<file path="src/design/pwb_pkg.sv">
// Shared constants, types and saturation helpers for the particle wall bounce step.
package pwb_pkg;

  localparam int DEF_MAX_WALLS = 8;
  localparam int DEF_FRAC_BITS = 16;
  localparam int COEF_BITS     = 30;
  localparam int MUL_W         = 33;
  localparam int PROD_W        = 66;
  localparam int DIV_W         = 64;
  localparam int QUO_W         = COEF_BITS + 1;

  localparam logic [30:0] ARENA_W_RST = 31'd52428800;
  localparam logic [30:0] ARENA_H_RST = 31'd39321600;

  localparam logic [1:0] REG_ARENA_W    = 2'd0;
  localparam logic [1:0] REG_ARENA_H    = 2'd1;
  localparam logic [1:0] REG_WALL_COUNT = 2'd2;

  localparam logic REQ_STEP = 1'b0;
  localparam logic REQ_WALL = 1'b1;

  typedef struct packed {
    logic signed [31:0] sx;
    logic signed [31:0] sy;
    logic signed [31:0] ex;
    logic signed [31:0] ey;
  } wall_t;

  // Saturate to the signed 32-bit range.
  function automatic logic signed [31:0] sat32(input logic signed [PROD_W-1:0] v);
    logic signed [PROD_W-1:0] hi;
    logic signed [PROD_W-1:0] lo;
    hi = PROD_W'(33'sh0_7FFF_FFFF);
    lo = -hi - PROD_W'(1);
    if (v > hi) return 32'sh7FFF_FFFF;
    else if (v < lo) return 32'sh8000_0000;
    else return v[31:0];
  endfunction

  // Clamp magnitude to 2^31-1.
  function automatic logic signed [31:0] clamp31(input logic signed [PROD_W-1:0] v);
    logic signed [PROD_W-1:0] hi;
    hi = PROD_W'(33'sh0_7FFF_FFFF);
    if (v > hi) return 32'sh7FFF_FFFF;
    else if (v < -hi) return -32'sh7FFF_FFFF;
    else return v[31:0];
  endfunction

  // Clamp magnitude to 2^31.
  function automatic logic signed [32:0] clamp32(input logic signed [PROD_W-1:0] v);
    logic signed [PROD_W-1:0] hi;
    hi = PROD_W'(34'sh0_8000_0000);
    if (v > hi) return 33'sh0_8000_0000;
    else if (v < -hi) return -33'sh0_8000_0000;
    else return v[32:0];
  endfunction

endpackage

</file>
<file path="src/design/pwb_mul.sv">
// Shared signed multiplier with a registered product.
module pwb_mul (
  input  logic                                   clk_i,
  input  logic signed [pwb_pkg::MUL_W-1:0]       a_i,
  input  logic signed [pwb_pkg::MUL_W-1:0]       b_i,
  output logic signed [pwb_pkg::PROD_W-1:0]      p_o
);

  logic signed [pwb_pkg::PROD_W-1:0] p_q;

  always_ff @(posedge clk_i) begin
    p_q <= a_i * b_i;
  end

  assign p_o = p_q;

endmodule

</file>
<file path="config.mk">
export PLATFORM = sky130hd
export DESIGN_NAME = pwb_mul
export DESIGN_NICKNAME = d
export VERILOG_FILES = /design/src/design/pwb_pkg.sv /design/src/design/pwb_mul.sv
export SDC_FILE = /design/constraint.sdc
export NUM_CORES = 2
export LEC_CHECK = 0
export ABC_AREA = 1
export BUFFER_PORTS_ARGS = -buffer_cell sky130_fd_sc_hd__clkbuf_2
export CAP_MARGIN = 5
export CORE_MARGIN = 1.5
export CORE_UTILIZATION = 48
export CTS_CLUSTER_SIZE = 30
export DETAILED_ROUTE_END_ITERATION = 10
export MAX_ROUTING_LAYER = met4
export PLACE_DENSITY_LB_ADDON = 0.2
export SLEW_MARGIN = 25
export SYNTH_ARGS = -nofsm -noshare
export SYNTH_HDL_FRONTEND = slang
export SYNTH_SLANG_ARGS = --single-unit
</file>
<file path="constraint.sdc">
create_clock -name clk_i -period 8.6 [get_ports clk_i]
set_clock_uncertainty 0.15 [all_clocks]
set_input_delay 0.43 -clock clk_i [delete_from_list [all_inputs] [get_ports clk_i]]
set_output_delay 0.43 -clock clk_i [all_outputs]
set_load 0.1 [all_outputs]
</file>
# Word-level counts from Yosys, hierarchy flattened

Index checks and enable logic that the tools add are counted.

Bitwise logic cells: 0
Add/subtract/negate cells: 0
Reductions and logical operators: 0
Shifts and indexed selects: 0
Mux-type cells: 0
Equal/unequal tests: 0
Multipliers: 1
Div/mod/pow operators: 0
Magnitude comparators: 0

Operators with widths:

| operator                                       | number |
|---|---|
| 33-bit by 33-bit multiplier with 66-bit output | 1 |

Memories kept: 0
Logic and storage cells: 2
Register bits: 66
RAM bits: 0
Output and inout port bits: 66
Bits in read-only memories: 0
Bits in latches: 0

# Longest topological paths before layout

Word-level depth: 1
Depth in mapped cells: 34

# Worst setup path before layout

OpenSTA, ideal clock, no wires.

Kind: input to register
Start: input port a_i[32] (netlist name)
End: register p_q, in the netlist p_o[60]
Required time: 8.337 ns
Slack: 1.264 ns
Path buffers: 2
Library setup time: 0.113 ns
Cell stages on the path: 23
Arrival time: 7.073 ns
Path through: clkbuf_1 -> clkbuf_1 -> nand2_1 -> inv_1 -> fa_1 -> fa_1 -> fa_1 -> fa_1 -> inv_1 -> fa_1 -> fa_1 -> fa_1 -> fa_1 -> inv_1 -> ha_1 -> nand2_1 -> nor2_1 -> inv_1 -> nor3_1 -> nand2_1 -> and2_0 -> nand4_1 -> nand2_1

Word-level cells in the longest chain between the ends: 1

RTL lines:

| element                                        | RTL line      | source |
|---|---|---|
| start: declaration                             | pwb_mul.sv:4  | `input logic signed [pwb_pkg::MUL_W-1:0] a_i,` |
| 33-bit by 33-bit multiplier with 66-bit output | pwb_mul.sv:12 | `p_q <= a_i * b_i;` |
| end signal: assignment                         | pwb_mul.sv:12 |  |
| end: declaration                               | pwb_mul.sv:9  | `logic signed [pwb_pkg::PROD_W-1:0] p_q;` |

Every way passes these cells.

# Worst setup path in the final report

Start: input port a_i[19] (netlist name)
End: register p_q, in the netlist p_o[33]

The elaborated chain is that of the path after synthesis.

==> metrics.txt <==
wire length per cell roughly 18 um; H-tree levels 3; top layer in use met4; critical path class input port to flop; Core ar. approximately 0.09 mm2; CP dominant cell by count fa_1; Die H 303 um; Avg Synthesized Cell Area 7.79 um2; slew of the pin with the lowest slew margin 1030 ps; initial DRC count roughly 1.8k; post-route cell area approximately 0.045 mm2; Syn Inst Count 5,543; Critical Path Max Stage Delay 690 ps; I/O Pins roughly 130; metal2 WL approximately 62,000 um; Final Core Density between 50% and 60%; Detailed Place HPWL around 110,000 um; setup repair after global routing missed its margin no; relative slew slack between 30% and 40%; initial antenna violation count 4; crit path DAT 7800 ps; CTS Buf Count 9; FMAX ~130 MHz; global-route wire length before repair approximately 200,000 um; worst path cell trace clkbuf_2 > nand2_1 > inv_1 > fa_1 > fa_1 > inv_1 > fa_1 > fa_1 > inv_1 > fa_1 > fa_1 > fa_1 > inv_1 > fa_1 > inv_1 > ha_1 > nand2_1 > nor2_1 > nand2_1 > nor2_1 > nand2_1 > nand2_2 > xor2_1; vias in the first global route between 30k and 40k; family with the most delay on the worst path adder cells; fin cells between 6k and 7k; final worst-path cycle share approximately 90%; Max Slew Vio Count 0; routability cong. approximately 0.95; DRC 0; row count about 110; Post-synth ARST share 0%; Max FO, Critical Path 24; Initial Util between 40% and 50%; routed length on met1 49,900 um; min-delay worst type input port to flop; most frequent cells in the layout inv_1, nand2_1, fa_1; ranking of synthesized cells by area fa_1, inv_1, nand2_1; status finished clean; die width 303 um; Post-Syn Area 0.0432 mm2; Final setup violation count 0; Synth cell types 35; Synth Warn # 0; ANT nets after route 0; commonest non-fill, non-tap cell in the layout inv_1; crit path capture type flop; Final Hold Vio Count 0; Reg clk slew, reported paths 60 ps; Vias/cell around 4.9; post-synth top area share 53.1%; area post-placement around 0.045 mm2; number of I/O port buffers about 130; first drt pass iteration count 6; All-Layer GR Usage between 20 and 30%; WL met3 about 6700 um; post-CTS setup buffer count 0; total negative slack 0 ps; FF+latch count, synth 66; synth-to-layout area growth 5.05%; crit path max-delay cell type clkbuf_2; syn_nets 6,972; global route overflow 0; layout cells sized above 1 5.49%; CP bufs+invs 6; register area share after synthesis 3.06%; CTS resizes 0; Routed WL roughly 120,000 um; max reg flops 66; placed cells 6,670; Clock Tree Root clkbuf_16; final critical-path required period 7740 ps; CP Launch Type input port; Hold Buf Count CTS 0; Max Buffers Root-to-Sink 2; Synth area leader fa_1; die area between 0.09 and 0.1 mm2; maxcap violations 0; largest net degree at the start of global routing 34; Req. time, crit path approximately 8700 ps; vias around 33k; CTS tree yes; EDFF count, synth 0; Final #Nets roughly 7k; CTS sink cnt 66; Primary FF master, synth dfxtp_1
-- area by class of cell --
type | instances | area, um2
Antenna cell | 5 | 12.5
Clock buffer | 11 | 253
Clock inverter | 5 | 60.1
Fill cell | 8818 | 43400
Inverter | 1895 | 7110
Multi-Input combinational cell | 3319 | 33800
Sequential cell | 66 | 1320
Tap cell | 1165 | 1460
Timing Repair Buffer | 225 | 1380
-- metal layers --
layer | GRT usage, % | up-vias
met3 | 3.38 | 249
met4 | 10.0 | 0
met2 | 50.8 | 1014
li1 | - | 14900
met5 | - | -
met1 | 36.5 | 16500
-- path summary, 6_finish.rpt --
path | start | endpoint | slack [ps] | cells after the start
min | a_i[0] | p_o[0]$_DFF_P_ | 630 | 4
max | a_i[19] | p_o[33]$_DFF_P_ | 860 | 23
-- per-stage QoR --
| stage | hold WS (ps) | setup slack [ps] |
|---|---|---|
| global route | 612 | 656 |
| detailed placement | 910 | 500 |
| floorplan | 544 | 1260 |
| finish | 633 | 861 |
| CTS | 571 | 872 |
| global placement | 912 | 461 |
-- logic make-up (layout without fill, tap and decap cells) --
| group | after synthesis | count (layout) | synth area share, % |
|---|---|---|---|
| adders and majority gates | 1362 | 1362 | 59.4 |
| other | 0 | 5 | 0 |
| buffers and inverters | 2158 | 2136 | 18.8 |
| and+or+nand+nor | 1810 | 1810 | 16.6 |
| DFF | 66 | 66 | 3.06 |
| AOI/OAI and AO/OA | 106 | 106 | 1.38 |
| xor gates and xnor gates | 41 | 41 | 0.832 |
-- worst min-delay path: stages --
cell      delay, ps
clkbuf_2        250
buf_12          260
nand2_1          90
inv_1            40
-- synth_stat cells, types with 2 or more instances --
cell type and count:
dfxtp_1 66, or2_2 5, nor4_1 4, nand2_2 17
ha_1 217, a21o_1 2, nand3_2 8, nand2_1 1517
fa_1 1145, a21oi_1 61, o21bai_1 14, nand3_1 70
o21ai_0 19, o21ai_1 3, clkbuf_1 262, nor2_1 131
nor2_4 3, xor2_1 37, nor2_2 20, nand4_1 19
a21oi_2 4, nand3b_1 3, nor3_1 7, and2_1 2
inv_1 1894, xnor2_1 4
Power is left out: the tool's default activity adds up to more than one toggle a clock period on the data nets, which glitch-free logic cannot reach.
